==> config.mk <==
export PLATFORM = sky130hd
export DESIGN_NAME = hex_line_to_binary_decoder_flat
export DESIGN_NICKNAME = d
export VERILOG_FILES = /design/src/rtl/core/hld_pkg.sv /design/src/rtl/core/hld_if.sv /design/src/rtl/core/hex_line_to_binary_decoder.sv /design/src/rtl/core/hld_ctrl.sv /design/src/rtl/core/hld_dpath.sv /design/src/flat_wrapper.sv
export SDC_FILE = /design/constraint.sdc
export NUM_CORES = 1
export LEC_CHECK = 0
export ABC_AREA = 1
export BUFFER_PORTS_ARGS = -buffer_cell sky130_fd_sc_hd__buf_2
export CAP_MARGIN = 40
export CELL_PAD_IN_SITES_DETAIL_PLACEMENT = 1
export CELL_PAD_IN_SITES_GLOBAL_PLACEMENT = 1
export CORE_MARGIN = 2
export CORE_UTILIZATION = 25
export CTS_BUF_LIST = sky130_fd_sc_hd__clkbuf_16
export DETAILED_ROUTE_END_ITERATION = 16
export PLACE_DENSITY_LB_ADDON = 0.1
export SYNTH_ARGS = -nofsm -noshare
export SYNTH_HDL_FRONTEND = slang
export SYNTH_HIERARCHICAL = 1
export SYNTH_SLANG_ARGS = --single-unit
==> constraint.sdc <==
create_clock -name clk -period 5.4 [get_ports clk]
set_clock_uncertainty 0.1 [all_clocks]
set_input_delay 0 -clock clk [delete_from_list [all_inputs] [get_ports clk]]
set_output_delay 0 -clock clk [all_outputs]
set_load 0.005 [all_outputs]
==> src/rtl/core/hld_pkg.sv <==
// Shared types, constants and helper function of the hex line decoder.
`default_nettype none
package hld_pkg;

	localparam int unsigned MAX_BYTES_DEF  = 64;
	localparam int unsigned CFG_W          = 7;
	localparam logic [CFG_W-1:0] BYTE_COUNT_RST = 7'd20;

	localparam logic [7:0] CH_NUL   = 8'h00;
	localparam logic [7:0] CH_TAB   = 8'h09;
	localparam logic [7:0] CH_LF    = 8'h0A;
	localparam logic [7:0] CH_CR    = 8'h0D;
	localparam logic [7:0] CH_SPACE = 8'h20;
	localparam logic [7:0] CH_ZERO  = 8'h30;
	localparam logic [7:0] CH_NINE  = 8'h39;
	localparam logic [7:0] CH_UP_A  = 8'h41;
	localparam logic [7:0] CH_UP_F  = 8'h46;
	localparam logic [7:0] CH_LO_A  = 8'h61;
	localparam logic [7:0] CH_LO_F  = 8'h66;
	localparam logic [7:0] TEN      = 8'd10;

	typedef enum logic [2:0] {
		ST_SCAN,
		ST_DECIDE,
		ST_READ,
		ST_LOAD,
		ST_SKIP
	} hld_state_t;

	// Controller to datapath.
	typedef struct packed {
		logic scan;
		logic clear;
		logic rd_en;
		logic load_byte;
		logic load_skip;
	} hld_cmd_t;

	// Datapath to controller.
	typedef struct packed {
		logic empty;
		logic match;
		logic out_free;
		logic rd_last;
	} hld_stat_t;

	typedef struct packed {
		logic       is_hex;
		logic [3:0] nib;
	} hex_digit_t;

	function automatic hex_digit_t hex_value(input logic [7:0] c);
		hex_digit_t r;
		logic [7:0] v;
		r = '0;
		v = '0;
		if (c >= CH_ZERO && c <= CH_NINE) begin
			v = c - CH_ZERO;
			r.is_hex = 1'b1;
		end else if (c >= CH_UP_A && c <= CH_UP_F) begin
			v = TEN + c - CH_UP_A;
			r.is_hex = 1'b1;
		end else if (c >= CH_LO_A && c <= CH_LO_F) begin
			v = TEN + c - CH_LO_A;
			r.is_hex = 1'b1;
		end
		r.nib = v[3:0];
		return r;
	endfunction

endpackage
`default_nettype wire

==> src/rtl/core/hld_if.sv <==
// Valid/ready channel interfaces of the hex line decoder.
`default_nettype none
interface hld_text_if;
	logic       valid;
	logic       ready;
	logic [7:0] ch;
	logic       line_last;
	modport source (output valid, output ch, output line_last, input ready);
	modport sink   (input valid, input ch, input line_last, output ready);
endinterface

interface hld_byte_if;
	logic       valid;
	logic       ready;
	logic [7:0] data_byte;
	logic       status;
	logic       last;
	modport source (output valid, output data_byte, output status, output last, input ready);
	modport sink   (input valid, input data_byte, input status, input last, output ready);
endinterface

interface hld_cfg_if;
	logic       valid;
	logic       ready;
	logic [6:0] byte_count;
	modport source (output valid, output byte_count, input ready);
	modport sink   (input valid, input byte_count, output ready);
endinterface
`default_nettype wire

==> src/rtl/core/hex_line_to_binary_decoder.sv <==
// Top level of the hex line decoder: channels, configuration register, controller and datapath.
`default_nettype none
// Decodes hex text, one character per request on text_in, into bytes on byte_out.
// Hex digits of either case pair into bytes, high nibble first; space and tab are
// skipped; LF, VT, FF, CR or NUL ends the scan of the line; any other character,
// an odd digit count or more than byte_count or MAX_BYTES bytes marks the line bad. On the
// character flagged line_last the line is settled: a good line of exactly
// byte_count bytes is sent as that many results (status 0, last on the final
// byte), an empty good line sends nothing, and any other line sends one skip
// result (data_byte 0, status 1, last 1). After the line end the line is settled; each
// emitted byte is then read through the registered read port of the line buffer and
// loaded into the result register, or the skip result is loaded; a load waits while the
// result register is full, and text_in is held off meanwhile. byte_out has its own result
// register, so scanning of the next line goes on while the last result waits. byte_count
// is written through cfg, which is always ready; the user must write it only while the block
// is idle, which the block does not enforce; its reset value is 20.
module hex_line_to_binary_decoder #(
	parameter int unsigned MAX_BYTES = hld_pkg::MAX_BYTES_DEF
) (
	input  wire logic clk,
	input  wire logic arst_n,
	hld_text_if.sink   text_in,
	hld_byte_if.source byte_out,
	hld_cfg_if.sink    cfg
);
	import hld_pkg::*;

	logic [CFG_W-1:0] byte_count_q;
	hld_cmd_t         cmd;
	hld_stat_t        stat;

	// Configuration: take every request at once.
	assign cfg.ready = 1'b1;

	always_ff @(posedge clk or negedge arst_n) begin
		if (!arst_n) begin
			byte_count_q <= BYTE_COUNT_RST;
		end else if (cfg.valid) begin
			byte_count_q <= cfg.byte_count;
		end
	end

	// Sequencer: accept characters, settle each line, pace the emit run.
	hld_ctrl u_ctrl (
		.clk          (clk),
		.arst_n       (arst_n),
		.in_valid     (text_in.valid),
		.in_line_last (text_in.line_last),
		.stat         (stat),
		.in_ready     (text_in.ready),
		.cmd          (cmd)
	);

	// Datapath: scan state, line buffer and result register.
	hld_dpath #(
		.MAX_BYTES (MAX_BYTES)
	) u_dpath (
		.clk           (clk),
		.arst_n        (arst_n),
		.cmd           (cmd),
		.ch            (text_in.ch),
		.byte_count    (byte_count_q),
		.out_ready     (byte_out.ready),
		.stat          (stat),
		.out_valid     (byte_out.valid),
		.out_data_byte (byte_out.data_byte),
		.out_status    (byte_out.status),
		.out_last      (byte_out.last)
	);

endmodule
`default_nettype wire

==> src/rtl/core/hld_ctrl.sv <==
// Line sequencer of the hex line decoder: scan, decide, emit bytes or skip.
`default_nettype none
module hld_ctrl (
	input  wire logic              clk,
	input  wire logic              arst_n,
	input  wire logic              in_valid,
	input  wire logic              in_line_last,
	input  var  hld_pkg::hld_stat_t stat,
	output logic                   in_ready,
	output hld_pkg::hld_cmd_t      cmd
);
	import hld_pkg::*;

	hld_state_t state_q;
	hld_state_t state_d;
	logic       in_fire;

	assign in_fire = in_valid && in_ready;

	always_ff @(posedge clk or negedge arst_n) begin
		if (!arst_n) begin
			state_q <= ST_SCAN;
		end else begin
			state_q <= state_d;
		end
	end

	always_comb begin
		state_d = state_q;
		unique case (state_q)
			ST_SCAN: begin
				if (in_fire && in_line_last) begin
					state_d = ST_DECIDE;
				end
			end
			ST_DECIDE: begin
				priority if (stat.empty) begin
					state_d = ST_SCAN;
				end else if (stat.match) begin
					state_d = ST_READ;
				end else begin
					state_d = ST_SKIP;
				end
			end
			ST_READ: begin
				state_d = ST_LOAD;
			end
			ST_LOAD: begin
				if (stat.out_free) begin
					state_d = stat.rd_last ? ST_SCAN : ST_READ;
				end
			end
			ST_SKIP: begin
				if (stat.out_free) begin
					state_d = ST_SCAN;
				end
			end
			default: begin
				state_d = ST_SCAN;
			end
		endcase
	end

	always_comb begin
		in_ready = 1'b0;
		cmd      = '0;
		unique case (state_q)
			ST_SCAN: begin
				in_ready = 1'b1;
				cmd.scan = in_valid;
			end
			ST_DECIDE: begin
				cmd.clear = stat.empty;
			end
			ST_READ: begin
				cmd.rd_en = 1'b1;
			end
			ST_LOAD: begin
				cmd.load_byte = stat.out_free;
				cmd.clear     = stat.out_free && stat.rd_last;
			end
			ST_SKIP: begin
				cmd.load_skip = stat.out_free;
				cmd.clear     = stat.out_free;
			end
			default: begin
				cmd = '0;
			end
		endcase
	end

endmodule
`default_nettype wire

==> src/rtl/core/hld_dpath.sv <==
// Datapath of the hex line decoder: scan registers, line buffer, result register.
`default_nettype none
module hld_dpath #(
	parameter int unsigned MAX_BYTES = hld_pkg::MAX_BYTES_DEF
) (
	input  wire logic                      clk,
	input  wire logic                      arst_n,
	input  var  hld_pkg::hld_cmd_t         cmd,
	input  wire logic [7:0]                ch,
	input  wire logic [hld_pkg::CFG_W-1:0] byte_count,
	input  wire logic                      out_ready,
	output hld_pkg::hld_stat_t             stat,
	output logic                           out_valid,
	output logic [7:0]                     out_data_byte,
	output logic                           out_status,
	output logic                           out_last
);
	import hld_pkg::*;

	localparam int unsigned CNT_W = $clog2(MAX_BYTES + 1);
	localparam int unsigned IDX_W = (MAX_BYTES > 1) ? $clog2(MAX_BYTES) : 1;
	localparam logic [CNT_W-1:0] MAX_CNT = CNT_W'(MAX_BYTES);

	logic [7:0]       line_mem [MAX_BYTES];
	logic [7:0]       rd_data_q;
	logic [3:0]       hold_q;
	logic             half_q;
	logic [CNT_W-1:0] bytes_q;
	logic [CNT_W-1:0] rd_idx_q;
	logic             bad_q;
	logic             done_q;
	logic             out_valid_q;
	logic [7:0]       out_data_q;
	logic             out_status_q;
	logic             out_last_q;

	hex_digit_t       dig;
	logic             active;
	logic             full;
	logic             store;
	logic             good;
	logic [CNT_W-1:0] rd_next;

	assign dig     = hex_value(ch);
	assign active  = cmd.scan && !done_q;
	assign full    = (CFG_W'(bytes_q) >= byte_count) || (bytes_q >= MAX_CNT);
	assign store   = active && dig.is_hex && half_q && !full;
	assign good    = !bad_q && !half_q;
	assign rd_next = rd_idx_q + CNT_W'(1);

	assign stat.empty    = good && (bytes_q == '0);
	assign stat.match    = good && (CFG_W'(bytes_q) == byte_count);
	assign stat.out_free = !out_valid_q || out_ready;
	assign stat.rd_last  = (rd_next == bytes_q);

	// Line buffer: one write port for scanning, one registered read port for emitting.
	always_ff @(posedge clk) begin
		if (store) begin
			line_mem[bytes_q[IDX_W-1:0]] <= {hold_q, dig.nib};
		end
		if (cmd.rd_en) begin
			rd_data_q <= line_mem[rd_idx_q[IDX_W-1:0]];
		end
	end

	always_ff @(posedge clk or negedge arst_n) begin
		if (!arst_n) begin
			hold_q   <= '0;
			half_q   <= 1'b0;
			bytes_q  <= '0;
			bad_q    <= 1'b0;
			done_q   <= 1'b0;
			rd_idx_q <= '0;
		end else if (cmd.clear) begin
			hold_q   <= '0;
			half_q   <= 1'b0;
			bytes_q  <= '0;
			bad_q    <= 1'b0;
			done_q   <= 1'b0;
			rd_idx_q <= '0;
		end else begin
			if (cmd.load_byte) begin
				rd_idx_q <= rd_next;
			end
			if (active) begin
				priority if (dig.is_hex) begin
					if (!half_q) begin
						hold_q <= dig.nib;
						half_q <= 1'b1;
					end else begin
						half_q <= 1'b0;
						if (full) begin
							bad_q  <= 1'b1;
							done_q <= 1'b1;
						end else begin
							bytes_q <= bytes_q + CNT_W'(1);
							hold_q  <= '0;
						end
					end
				end else if (ch == CH_SPACE || ch == CH_TAB) begin
					// skip blanks
				end else if (ch == CH_NUL || (ch >= CH_LF && ch <= CH_CR)) begin
					done_q <= 1'b1;
				end else begin
					bad_q  <= 1'b1;
					done_q <= 1'b1;
				end
			end
		end
	end

	always_ff @(posedge clk or negedge arst_n) begin
		if (!arst_n) begin
			out_valid_q <= 1'b0;
		end else if (cmd.load_byte || cmd.load_skip) begin
			out_valid_q <= 1'b1;
		end else if (out_ready) begin
			out_valid_q <= 1'b0;
		end
	end

	always_ff @(posedge clk) begin
		if (cmd.load_byte) begin
			out_data_q   <= rd_data_q;
			out_status_q <= 1'b0;
			out_last_q   <= stat.rd_last;
		end else if (cmd.load_skip) begin
			out_data_q   <= '0;
			out_status_q <= 1'b1;
			out_last_q   <= 1'b1;
		end
	end

	assign out_valid     = out_valid_q;
	assign out_data_byte = out_data_q;
	assign out_status    = out_status_q;
	assign out_last      = out_last_q;

endmodule
`default_nettype wire
==> src/flat_wrapper.sv <==
// flat-port wrapper written by rule: the top's interface ports become plain ports
module hex_line_to_binary_decoder_flat import hld_pkg::*;
#(
	parameter int unsigned MAX_BYTES = hld_pkg::MAX_BYTES_DEF
)
  (clk, arst_n, text_in_valid, text_in_ch, text_in_line_last, text_in_ready, byte_out_valid, byte_out_data_byte, byte_out_status, byte_out_last, byte_out_ready, cfg_valid, cfg_byte_count, cfg_ready);
  hld_text_if text_in_i ();
  hld_byte_if byte_out_i ();
  hld_cfg_if cfg_i ();
  input  wire logic clk;
  input  wire logic arst_n;
  input wire logic [$bits(text_in_i.valid)-1:0] text_in_valid;
  input wire logic [$bits(text_in_i.ch)-1:0] text_in_ch;
  input wire logic [$bits(text_in_i.line_last)-1:0] text_in_line_last;
  output wire logic [$bits(text_in_i.ready)-1:0] text_in_ready;
  output wire logic [$bits(byte_out_i.valid)-1:0] byte_out_valid;
  output wire logic [$bits(byte_out_i.data_byte)-1:0] byte_out_data_byte;
  output wire logic [$bits(byte_out_i.status)-1:0] byte_out_status;
  output wire logic [$bits(byte_out_i.last)-1:0] byte_out_last;
  input wire logic [$bits(byte_out_i.ready)-1:0] byte_out_ready;
  input wire logic [$bits(cfg_i.valid)-1:0] cfg_valid;
  input wire logic [$bits(cfg_i.byte_count)-1:0] cfg_byte_count;
  output wire logic [$bits(cfg_i.ready)-1:0] cfg_ready;
  assign text_in_i.valid = text_in_valid;
  assign text_in_i.ch = text_in_ch;
  assign text_in_i.line_last = text_in_line_last;
  assign text_in_ready = text_in_i.ready;
  assign byte_out_valid = byte_out_i.valid;
  assign byte_out_data_byte = byte_out_i.data_byte;
  assign byte_out_status = byte_out_i.status;
  assign byte_out_last = byte_out_i.last;
  assign byte_out_i.ready = byte_out_ready;
  assign cfg_i.valid = cfg_valid;
  assign cfg_i.byte_count = cfg_byte_count;
  assign cfg_ready = cfg_i.ready;
  hex_line_to_binary_decoder #(.MAX_BYTES(MAX_BYTES)) u_core (.clk(clk), .arst_n(arst_n), .text_in(text_in_i), .byte_out(byte_out_i), .cfg(cfg_i));
endmodule
* Word-level counts from Yosys, hierarchy flattened *
Memories as Yosys holds them, arrays and structs flattened. A register that Yosys moved wholly into a read port is not among the register bits.
Cells that the tools add are included.

operators by class
  $lt $le $gt $ge = 10
  muxes and demuxes = 54
  reduce and logical (&&, ||, !) cells = 39
  $add $sub $neg = 6
  equality and inequality tests = 17

operator list
  kind                                                                               number
  7-bit 2-to-1 mux                                                                   7
  4-bit 2-to-1 mux                                                                   8
  1-bit 2-to-1 mux                                                                   29
  8-bit by 7-bit >= comparator with 1-bit output (second input constant)             2
  8-bit by 7-bit less-or-equal comparator with 1-bit output (second input constant)  2
  8-bit 2-to-1 mux                                                                   2
  3-bit 2-to-1 mux                                                                   5
  3-bit case mux with 5 select lines                                                 1
  7-bit by 1-bit adder with 7-bit output (second input constant)                     2
  7-bit equality test                                                                2
  1-bit logical AND                                                                  14
  3-bit by 2-bit != test with 1-bit output (second input constant)                   4
  2-bit nonzero test                                                                 6
  4-bit by 1-bit subtractor with 4-bit output (second input constant)                3
  8-bit by 4-bit equality test with 1-bit output (second input constant)             1
  8-bit by 6-bit equality test with 1-bit output (second input constant)             1
  8-bit by 4-bit >= comparator with 1-bit output (second input constant)             1
  8-bit by 6-bit >= comparator with 1-bit output (second input constant)             1
  8-bit by 4-bit less-or-equal comparator with 1-bit output (second input constant)  1
  8-bit by 6-bit less-or-equal comparator with 1-bit output (second input constant)  1
  8-bit logical NOT                                                                  1
  4-bit AND reduction                                                                2
  7-bit >= comparator                                                                1
  7-bit >= comparator (second input constant)                                        1
  16 further kinds                                                                   28

word-level totals
  output and inout bits = 13
  input bits = 21
  logic and storage cells = 139
  bits in writable memories = 512
  memories = 1
  bits in registers = 42

memory list
  name                     words  width  read ports  clocked after Yosys merged registers in  write ports  RTL line         source
  u_core.u_dpath.line_mem  64     8      1           1                                        1            hld_dpath.sv:24  logic [7:0] line_mem [MAX_BYTES];

* Logic depth before layout (Yosys ltp) *
Gate-level depths: netlist of run 1.

  depth in word-level cells = 10
  mapped depth = 18
  depth with buffers taken out = 16

* By module *
The synthesis of run 1 kept the hierarchy.

modules (own cells, without submodules)
  module                      instances  cells an instance  area each (um^2)
  hld_dpath                   1          2213               23870.4
  hex_line_to_binary_decoder  1          32                 282.8
  hld_ctrl                    1          43                 246.5

* Least setup slack after synthesis of run 1 *
No wires, ideal clock.

  path type = input port to flip-flop
  from = input port text_in_ch[1]
  to = memory u_core.u_dpath.line_mem[0][0] (data pin)
  library setup time = 0.712 ns
  buffers on the path = 0
  cell stages on the path = 6
  path slack = 1.502 ns
  arrival = 3.086 ns
  cells stage by stage = inv_1 -> ha_1 -> inv_1 -> nand3_1 -> nand3_1 -> o21ai_0

RTL lines
  element          RTL line            source
  start, declared  flat_wrapper.sv:13  input wire logic [$bits(text_in_i.ch)-1:0] text_in_ch;
  end, declared    hld_dpath.sv:24

* Final worst setup path of run 1 *
  from = input port text_in_ch[1]
  to = memory u_core.u_dpath.line_mem[16][4] (enable)

on the way
  cells in the longest elaborated chain, start to end = 10
  elaborated cells between the ends (all ways) = 17
  those cells by class = order compare (6); mux (5); reduce/logical (6)

RTL lines
  element                                                                                                                             RTL line         source
  8-bit by 7-bit >= comparator with 1-bit output / 8-bit by 7-bit less-or-equal comparator with 1-bit output (equally long branches)  hld_pkg.sv:63    end else if (c >= CH_LO_A && c <= CH_LO_F) begin
  1-bit logical AND                                                                                                                   hld_pkg.sv:63
  1-bit 2-to-1 mux                                                                                                                    hld_pkg.sv:63
  1-bit 2-to-1 mux                                                                                                                    hld_pkg.sv:60    end else if (c >= CH_UP_A && c <= CH_UP_F) begin
  1-bit 2-to-1 mux (*)                                                                                                                hld_pkg.sv:57    if (c >= CH_ZERO && c <= CH_NINE) begin
  1-bit logical AND (*) (3 in series)                                                                                                 hld_dpath.sv:47  assign store = active && dig.is_hex && half_q && !full;
  1-bit 2-to-1 mux (*)                                                                                                                hld_dpath.sv:58  if (store) begin
  1-bit 2-to-1 mux (implied by the code) (*)                                                                                          hld_dpath.sv:59  line_mem[bytes_q[IDX_W-1:0]] <= {hold_q, dig.nib};

Mark *: on every way between the ends. The rest lies on a longest branch, timed or not.

==> flow_metrics.py, run 1 <==
metrics = {
    "critical_path": {
        "cp-end-kind": "flip-flop",
        "critPathRequiredTime_ns": 5.53,
        "crit_cells": 12,
        "reg2reg_depth": 8,
        "path_cells": "dlygate4sd3_1 -> buf_2 -> inv_1 -> ha_1 -> nor2_1 -> o21ai_0 -> nand2_1 -> nand2_1 -> nand2_1 -> nor3_4 -> nand3_1 -> nor2_1",
        "critPathArrivalTime_ns": 3.98,
        "crit_slowest_cell": "nor2_1",
        "path_max_fanout": 9,
        "critPathMaxStageDelay_ns": 0.77,
        "ff2ff_setup_slack_ns": 1.64,
        "start_kind": "primary input",
        "crit_type": "in -> reg",
        "path_buf_inv": 3,
        "crit_top_cell": "nand2_1",
        "crit_family": "simple AND/OR/NAND/NOR gates",
    },
    "detailed_routing": {
        "first_pass_iters": 5,
        "wl_per_cell_um": 22.9,
        "via_per_inst": 4.56,
        "antenna_left": 0,
        "drt-initial-drc-count": 1083,
        "drc": 0,
        "vias": 16800,
        "totalWireLength_um": 84400,
    },
    "power_and_ir_drop": {
        "comb_power_share": 0.048,
        "sw_frac_of_total": 0.229,
        "seq_power_share": 0.489,
        "leakage_nw": 10.7,
        "p_sw_mw": 2.25,
        "p_int_mw": 7.58,
        "pwr-share-clk": 0.463,
        "power.density_nw_per_um2": 342,
        "ir_worst_vdd_mv": 0.197,
    },
    "cts": {
        "cts_sinks": 562,
        "postCtsResizedCells": 0,
        "htreeDepth": 3,
        "clockRootBuffer": "clkbuf_16",
        "tritoncts": "done",
        "clock_path_buffers": 3,
        "path_clk_slew_ns": 0.05,
        "cts_buffers": 70,
        "clock_latency_ns": 0.61,
    },
    "sta": {
        "fmax_mhz": 260,
        "timing.final.crit_share": 0.713,
        "worst_pin_slew_ns": 0.921,
        "timing.final.setup_violations": 0,
        "rsz0062_at_grt": "no",
        "fin_crit_ns": 3.85,
        "drv_slew": 0,
        "report.final.hold_viol_count": 0,
        "max-slew-margin-rel": 0.386,
        "timing.hold.ws_ns": 0.0166,
        "tns_ns": 0,
    },
    "final_layout": {
        "num_antenna_cells": 0,
        "drive_above_1_share": 0.0916,
        "fillers": 10800,
        "area_growth_pct": 17.7,
        "nNetsFinal": 2385,
    },
    "worst_hold_path": {
        "holdPathStages": 7,
        "hold_class": "in -> reg",
    },
    "place": {
        "portBuffers": 32,
        "place.gp.congestion": 0.782,
        "hpwl_um": 53500,
    },
    "synth": {
        "syn-num-nets": 2325,
        "synth.distinct_cells": 34,
        "synth_mux_area_frac": 0,
        "yosysSeqAreaShare": 0.685,
        "synth-compound-area-share": 0.0412,
        "syn_area_um2": 24400,
        "synth-xor-area-share": 0.00451,
        "synth_top_family_by_area": "simple AND/OR/NAND/NOR gates",
        "synth.avg_cell_area_um2": 10.7,
        "synth_warnings": 6,
        "syn_inst": 2288,
        "yosys.area_share.simple": 0.198,
        "ys_ff_latch": 562,
        "synth_fa_ha_area_frac": 0.00820,
    },
    "floorplan": {
        "rows": 114,
        "dieHeight_um": 316,
        "core_um2": 96700,
        "die-area_um2": 100000,
        "num_io_pins": 34,
        "fp.dieW_um": 316,
        "start_util": 0.252,
    },
    "grt": {
        "grtUsageTotal": 0.170,
        "grt_pass1_vias": 17800,
        "grt_max_degree": 121,
        "grt_overflow": 0,
        "grt_pass1_wl_um": 123000,
        "antenna_found_initial": 0,
    },
    "outcome": {
        "status": "finished clean",
    },
    "run": {
        "cap_violations": 0,
    },
}
-- per-stage QoR --
stage | power (mW) | cells | worst slack (ns) | util | cell area [um2]
2_1_floorplan | 5.16 | 2288 | 1.50 | - | 24400
3_5_place_dp | 5.36 | 3515 | 1.44 | 0.270 | 26100
4_1_cts | 9.99 | 3679 | 1.54 | 0.297 | 28700
5_1_grt | 10.2 | 3679 | 1.30 | 0.297 | 28700
6_report | 9.83 | 3679 | 1.55 | 0.297 | 28700
3_3_place_gp | 5.35 | 3507 | 1.57 | 0.269 | 26000
-- path summary, 6_finish.rpt --
kind,from,endpoint
min reg2reg,u_core/u_dpath/out_status,u_core/u_dpath/out_status
max,text_in_ch[1],u_core/u_dpath/line_mem[16][4]
min,text_in_ch[7],u_core/u_dpath/done_q
min in group asynchronous,arst_n,u_core/byte_count_q[2]
max reg2reg,u_core/u_dpath/bytes_q[2],u_core/u_dpath/line_mem[16][4]
max in group asynchronous,arst_n,u_core/u_dpath/rd_idx_q[0]
-- cells in the final DEF, fill, tap and decap left out, drive strengths merged --
| master | count |
|---|---|
| conb | 1 |
| ha | 16 |
| xnor3 | 1 |
| clkinvlp | 4 |
| dlygate4sd3 | 36 |
| dfxtp | 1 |
| o211ai | 72 |
| nor2 | 209 |
| o22ai | 8 |
| dfrtp | 30 |
| clkbuf | 73 |
| inv | 296 |
| nand3 | 352 |
| buf | 73 |
| o31ai | 1 |
| a21oi | 7 |
| a31oi | 2 |
| o21ai | 72 |
| nand4 | 3 |
| dfstp | 2 |
| nor4 | 1 |
| xor2 | 9 |
| nor3 | 9 |
| edfxtp | 529 |
| or2 | 33 |
| bufinv | 5 |
| nand3b | 2 |
| clkinv | 27 |
| nand2 | 528 |
| xnor2 | 1 |
-- cell type report --
cell class | instances | area [um2] | share of cell area
flip-flops and latches | 562 | 16700 | 0.582
multi-input cells | 1327 | 6200 | 0.216
clock buffers | 73 | 1830 | 0.0636
well taps | 1276 | 1600 | 0.0556
inverters | 278 | 1050 | 0.0366
repair buffers | 109 | 947 | 0.0330
clock inverters | 54 | 380 | 0.0132
-- worst reg2reg max path, delay by kind of cell (launching register included) --
family | cells | cell delay (ns)
adders and majority gates | 1 | 0.34
AOI/OAI and AO/OA | 1 | 0.17
DFF | 1 | 0.57
and+or+nand+nor | 6 | 2.22
-- layer usage --
layer | track usage | wire length (um) | up-vias
met3 | 0.0264 | 2970 | 119
met4 | 0.0486 | 2070 | 0
met2 | 0.290 | 41200 | 253
met5 | 0 | 0 | -
met1 | 0.223 | 38200 | 8556
li1 | - | - | 7841
-- flip-flops by register name, summed over array words and instances, names as in the netlist, 3 cells and up --
| register | flops |
|---|---|
| u_core/byte_count_q | 7 |
| u_core/u_dpath/bytes_q | 7 |
| u_core/u_ctrl/state_q | 3 |
| u_core/u_dpath/out_data_byte | 8 |
| u_core/u_dpath/rd_data_q | 8 |
| u_core/u_dpath/hold_q | 4 |
| u_core/u_dpath/line_mem | 512 |
| u_core/u_dpath/rd_idx_q | 7 |
-- cell usage after synthesis --
library cell | number | share of area
nand4_1 | 3 | 0.00077
o21ai_0 | 72 | 0.015
nor3_1 | 8 | 0.0016
inv_2 | 3 | 0.00046
nand2_2 | 2 | 0.00051
dfrtp_1 | 30 | 0.031
xnor3_1 | 1 | 0.00092
dfstp_2 | 2 | 0.0022
dfxtp_1 | 1 | 0.00082
buf_4 | 2 | 0.00062
nor2_2 | 2 | 0.00051
a21oi_1 | 7 | 0.0014
a31oi_1 | 2 | 0.00051
o211ai_1 | 72 | 0.022
conb_1 | 1 | 0.00015
nor2_1 | 207 | 0.032
nor3_4 | 1 | 0.00067
buf_1 | 30 | 0.0046
nor4_1 | 1 | 0.00026
buf_2 | 8 | 0.0016
nand3b_1 | 2 | 0.00062
ha_1 | 16 | 0.0082
inv_1 | 271 | 0.042
nand2_1 | 526 | 0.081
edfxtp_1 | 529 | 0.65
xnor2_1 | 1 | 0.00036
xor2_1 | 9 | 0.0032
clkbuf_1 | 79 | 0.012
clkinv_1 | 4 | 0.00062
o31ai_1 | 1 | 0.00031
o22ai_1 | 8 | 0.0021
or2_2 | 33 | 0.0085
nand3_1 | 352 | 0.072
buf_6 | 2 | 0.00092
-- power by group through the flow --
stage | logic, mW | clock network, mW | registers (mW)
floorplan | 0.263 | 0 | 4.89
global placement | 0.454 | 0 | 4.90
detailed placement | 0.459 | 0 | 4.90
CTS | 0.485 | 4.70 | 4.81
global route | 0.540 | 4.86 | 4.81
finish | 0.472 | 4.55 | 4.81
-- repair_timing --
action                                  4_1_cts  5_1_grt
buffers inserted                              0        0
endpoints found under the hold margin        56        0
endpoints found under the setup margin        0        0
hold buffers                                 37        0
-- logic make-up after synthesis --
family	Yosys count
adder cells (fa/ha/maj)	16
AO/OA/AOI/OAI	162
other	1
XOR/XNOR	11
flip-flops	562
buffers and inverters	399
AND/OR/NAND/NOR	1137
No activity file was read; power rests on OpenSTA's default activity.
==> inputs of run 2 (changes only) <==
==> constraint.sdc (replaced) <==
create_clock -name clk -period 3.4 [get_ports clk]
set_clock_uncertainty 0.1 [all_clocks]
set_input_delay 0 -clock clk [delete_from_list [all_inputs] [get_ports clk]]
set_output_delay 0 -clock clk [all_outputs]
set_load 0.005 [all_outputs]
==> run 2 against run 1 <==
Net effect: critical endpoint is now u_core/u_dpath/line_mem[36][2]; flip-flop and latch count stayed put; core utilization is 0.97 points higher; final cell count is 2.4% higher; largest power group unchanged; via count is 0.73% higher.
==> flow_metrics.py, run 2 (synthesis gave the netlist of run 1 again) <==
metrics = {
    "detailed_routing": {
        "first_pass_iters": 5,
        "wl_per_cell_um": 22.2,
        "totalWireLength_um": 83800,
        "antenna_left": 0,
        "vias": 16900,
        "drc": 0,
        "drt-initial-drc-count": 921,
        "via_per_inst": 4.48,
    },
    "place": {
        "placed_area_um2": 27000,
        "hpwl_um": 53900,
        "place.gp.congestion": 0.796,
        "portBuffers": 32,
    },
    "floorplan": {
        "core_um2": 96700,
        "die-area_um2": 100000,
        "rows": 114,
        "start_util": 0.252,
        "fp.dieW_um": 316,
        "num_io_pins": 34,
        "dieHeight_um": 316,
    },
    "sta": {
        "fin_crit_ns": 3.09,
        "timing.final.crit_share": 0.909,
        "worst_pin_slew_ns": 0.884,
        "rsz0062_at_grt": "no",
        "max-slew-margin-rel": 0.410,
        "timing.final.setup_violations": 0,
        "drv_slew": 0,
        "timing.hold.ws_ns": 0.0667,
        "fmax_mhz": 324,
        "tns_ns": 0,
        "report.final.hold_viol_count": 0,
    },
    "final_layout": {
        "utilization": 0.307,
        "final_cell_mix": "edfxtp_1, nand2_1, nand3_1",
        "largest_reg_flops": 512,
        "final_common_cell": "edfxtp_1",
        "design_area_um2": 29700,
        "drive_above_1_share": 0.128,
        "num_antenna_cells": 0,
        "nNetsFinal": 2478,
        "area_growth_pct": 21.6,
    },
    "grt": {
        "antenna_found_initial": 2,
        "grt_pass1_vias": 18200,
        "grt_max_degree": 74,
        "grt_pass1_wl_um": 124000,
        "grt_overflow": 0,
        "grtUsageTotal": 0.170,
    },
    "cts": {
        "htreeDepth": 3,
        "tritoncts": "done",
        "cts_sinks": 562,
        "path_clk_slew_ns": 0.06,
        "clock_latency_ns": 0.61,
        "clockRootBuffer": "clkbuf_16",
        "clock_path_buffers": 3,
        "cts_buffers": 68,
    },
    "critical_path": {
        "path_buf_inv": 3,
        "crit_type": "reg -> reg",
        "critPathRequiredTime_ns": 3.62,
        "critPathArrivalTime_ns": 3.31,
        "cp-end-kind": "flip-flop",
        "path_max_fanout": 8,
        "path_cells": "inv_1 -> ha_1 -> a21oi_1 -> nand2_1 -> nand2_1 -> nand3_1 -> nor3_4 -> buf_4 -> nand3_1 -> nor2_1 -> buf_4",
        "critPathMaxStageDelay_ns": 0.53,
        "start_kind": "flip-flop",
        "crit_slowest_cell": "dfstp_2",
        "crit_family": "simple AND/OR/NAND/NOR gates",
    },
    "power_and_ir_drop": {
        "leakage_nw": 11.2,
        "p_total_mw": 15.8,
        "power.density_nw_per_um2": 532,
        "ir_worst_vdd_mv": 0.312,
    },
    "run": {
        "cap_violations": 0,
    },
    "outcome": {
        "status": "finished clean",
    },
    "worst_hold_path": {
        "hold_class": "in -> reg",
    },
}
-- run 2: per-layer routing --
layer | global-route usage | share of wire | vias to the layer above
met4 | 0.0415 | 0.016 | 0
met5 | 0 | 0 | -
met3 | 0.0224 | 0.032 | 68
li1 | - | - | 8029
met1 | 0.224 | 0.46 | 8570
met2 | 0.294 | 0.50 | 224
-- run 2: path summary, 6_finish.rpt --
kind	start	end	slack, ns	cells past startpoint
hold reg to reg	u_core/u_dpath/out_status	u_core/u_dpath/out_status	0.37	2
hold / removal	text_in_ch[1]	u_core/u_dpath/done_q	0.07	8
setup / recovery	u_core/byte_count_q[2]	u_core/u_dpath/line_mem[36][2]	0.31	11
min in group asynchronous	arst_n	u_core/u_dpath/bytes_q[4]	0.32	4
setup reg to reg	u_core/byte_count_q[2]	u_core/u_dpath/line_mem[36][2]	0.31	11
max in group asynchronous	arst_n	u_core/u_dpath/rd_idx_q[0]	1.70	4
-- run 2: timing repair --
action | in CTS | in global routing
endpoints found under the hold margin | 52 | 0
setup buffers | 0 | 0
hold buffers | 40 | 0
endpoints found under the setup margin | 0 | 64
gates resized for setup | 0 | 2
-- run 2: area by class of cell --
cell class,instances,area (um2)
fillers,10700,67000
well taps,1276,1600
repair buffers,204,1850
flip-flops and latches,562,16700
clock buffers,70,1750
clock inverters,52,478
multi-input cells,1327,6210
inverters,278,1050
-- run 2: where the power goes --
group / internal, mW / leakage [nW] / switching [mW]
clock: 4.35 / 1.12 / 2.97
sequential: 7.58 / 4.36 / 0.0462
combinational: 0.251 / 5.77 / 0.574
total: 12.2 / 11.2 / 3.59
-- run 2: stage by stage --
step / setup slack (ns) / std cells
2_1_floorplan: 0.293 / 2288
3_3_place_gp: 0.236 / 3605
3_5_place_dp: 0.196 / 3607
4_1_cts: 0.157 / 3769
5_1_grt: 0.0482 / 3769
6_report: 0.309 / 3769
-- run 2: worst register-to-register path, stage by stage (launching register included) --
cell and delay, ns:
dfstp_2 0.53, inv_1 0.04, ha_1 0.32, a21oi_1 0.17, nand2_1 0.07, nand2_1 0.05, nand3_1 0.16, nor3_4 0.34
buf_4 0.25, nand3_1 0.31, nor2_1 0.24, buf_4 0.21
==> inputs of run 3 (changes only) <==
--- a/config.mk
+++ b/config.mk
@@ -12,7 +12,6 @@
 export CELL_PAD_IN_SITES_GLOBAL_PLACEMENT = 1
 export CORE_MARGIN = 2
 export CORE_UTILIZATION = 25
-export CTS_BUF_LIST = sky130_fd_sc_hd__clkbuf_16
 export DETAILED_ROUTE_END_ITERATION = 16
 export PLACE_DENSITY_LB_ADDON = 0.1
 export SYNTH_ARGS = -nofsm -noshare
==> constraint.sdc (replaced) <==
create_clock -name clk -period 2.5 [get_ports clk]
set_clock_uncertainty 0.1 [all_clocks]
set_input_delay 0 -clock clk [delete_from_list [all_inputs] [get_ports clk]]
set_output_delay 0 -clock clk [all_outputs]
set_load 0.005 [all_outputs]
==> run 3 against run 2 <==
Net effect: the flow now finishes with violations (negative setup slack); critical endpoint is now u_core/u_dpath/line_mem[47][0]; die area did not move; largest power group unchanged; flip-flop and latch count is the same; fmax up 17%.
==> flow_metrics.py, run 3 (synthesis gave the netlist of run 1 again) <==
metrics = {
    "outcome": {
        "status": "finished with violations",
        "violations": "negative setup slack",
    },
    "detailed_routing": {
        "totalWireLength_um": 85700,
        "drt-initial-drc-count": 952,
        "drc": 0,
        "vias": 17200,
        "wl_per_cell_um": 22.4,
        "first_pass_iters": 4,
        "via_per_inst": 4.50,
        "antenna_left": 0,
    },
    "place": {
        "hpwl_um": 57100,
        "place_inst": 3635,
        "portBuffers": 32,
        "place.gp.congestion": 0.782,
    },
    "grt": {
        "grtUsageTotal": 0.171,
        "antenna_found_initial": 0,
        "grt_pass1_wl_um": 125000,
        "grt_max_degree": 65,
        "grt_pass1_vias": 18400,
        "grt_overflow": 0,
    },
    "sta": {
        "drv_slew": 0,
        "fin_crit_ns": 2.64,
        "worst_pin_slew_ns": 0.699,
        "timing.hold.ws_ns": 0.0238,
        "timing.final.crit_share": 1.06,
        "rsz0062_at_grt": "yes",
        "report.final.hold_viol_count": 0,
        "tns_ns": -31.66,
        "setup_ws_ns": -0.139,
        "max-slew-margin-rel": 0.534,
        "timing.final.setup_violations": 440,
        "fmax_mhz": 379,
    },
    "cts": {
        "tritoncts": "done",
        "clockRootBuffer": "clkbuf_16",
        "clock_path_buffers": 3,
        "cts_sinks": 562,
        "path_clk_slew_ns": 0.06,
        "cts_buffers": 70,
        "clock_latency_ns": 0.62,
        "htreeDepth": 3,
    },
    "power_and_ir_drop": {
        "ir_worst_vdd_mv": 0.471,
        "power.density_nw_per_um2": 685,
        "leakage_nw": 11.7,
    },
    "final_layout": {
        "nNetsFinal": 2530,
        "final_common_cell": "edfxtp_1",
        "area_growth_pct": 28.3,
        "num_antenna_cells": 0,
        "drive_above_1_share": 0.188,
        "fillers": 10700,
        "final_cell_mix": "edfxtp_1, nand2_1, nand3_1",
        "largest_reg_flops": 512,
        "instances_no_fill": 3820,
    },
    "floorplan": {
        "die-area_um2": 100000,
        "start_util": 0.252,
        "rows": 114,
        "core_um2": 96700,
        "dieHeight_um": 316,
        "num_io_pins": 34,
        "fp.dieW_um": 316,
    },
    "critical_path": {
        "start_kind": "flip-flop",
        "path_max_fanout": 8,
        "crit_type": "reg -> reg",
        "critPathArrivalTime_ns": 2.83,
        "cp-end-kind": "flip-flop",
        "critPathRequiredTime_ns": 2.69,
    },
    "run": {
        "cap_violations": 0,
    },
    "worst_hold_path": {
        "hold_class": "in -> reg",
    },
}
## run 3: layout make-up
class	count	area [um2]	share of cell area
Clock buffer	87	1880	0.0600
Clock inverter	36	254	0.00812
Inverter	278	1080	0.0344
Multi-Input combinational cell	1327	7000	0.224
Sequential cell	562	16700	0.534
Tap cell	1276	1600	0.0510
Timing Repair Buffer	254	2760	0.0883
## run 3: timing repair
item,4_1_cts,5_1_grt
cloned,0,5
hold buffers,37,0
resized for setup,8,51
setup endpoints to repair,534,541
buffers inserted,9,11
endpoints found under the hold margin,49,0
pin swaps,14,14
## run 3: through the flow
| stage | area [um2] | total power [mW] | worst slack (ns) | utilization |
|---|---|---|---|---|
| 3_5_place_dp | 28100 | 11.9 | -0.164 | 0.291 |
| 6_report | 31300 | 21.4 | -0.139 | 0.324 |
| 5_1_grt | 31300 | 22.2 | -0.264 | 0.324 |
| 2_1_floorplan | 25000 | 11.2 | -0.607 | - |
| 3_3_place_gp | 28100 | 11.9 | -0.170 | 0.291 |
| 4_1_cts | 30800 | 21.8 | -0.136 | 0.319 |
## run 3: worst paths after layout
| path | start | to | slack, ns | cells past startpoint |
|---|---|---|---|---|
| max | u_core/byte_count_q[2] | u_core/u_dpath/line_mem[47][0] | -0.14 | 12 |
| min | text_in_ch[0] | u_core/u_dpath/hold_q[0] | 0.02 | 6 |
| max reg2reg | u_core/byte_count_q[2] | u_core/u_dpath/line_mem[47][0] | -0.14 | 12 |
| min reg2reg | u_core/u_dpath/out_status | u_core/u_dpath/out_status | 0.38 | 2 |
| max in group asynchronous | arst_n | u_core/byte_count_q[2] | 1.49 | 4 |
| min in group asynchronous | arst_n | u_core/u_dpath/bad_q | 0.24 | 3 |
## run 3: power by group
group | internal, mW | switching (mW) | leakage (nW)
Combinational | 0.527 | 0.913 | 6.27
Clock | 5.62 | 4.01 | 1.05
Sequential | 10.3 | 0.0475 | 4.36
Total | 16.5 | 4.97 | 11.7
## run 3: per-layer routing
metal,global-route usage,wire length [um],vias up
met3,0.0210,2480,99
met4,0.0495,1920,0
met1,0.225,38700,8701
met2,0.296,42600,230
li1,-,-,8144
met5,0,0,-
## run 3: worst max-delay path, stage by stage, from the launching register on
cell and delay [ns]:
dfstp_2 0.53, inv_2 0.04, ha_4 0.22, a21oi_2 0.12, nand2_1 0.06, nand2_1 0.07, nand3_2 0.11, nor3_4 0.24
buf_12 0.14, buf_8 0.18, nand2_4 0.06, buf_12 0.17, nor2_4 0.25
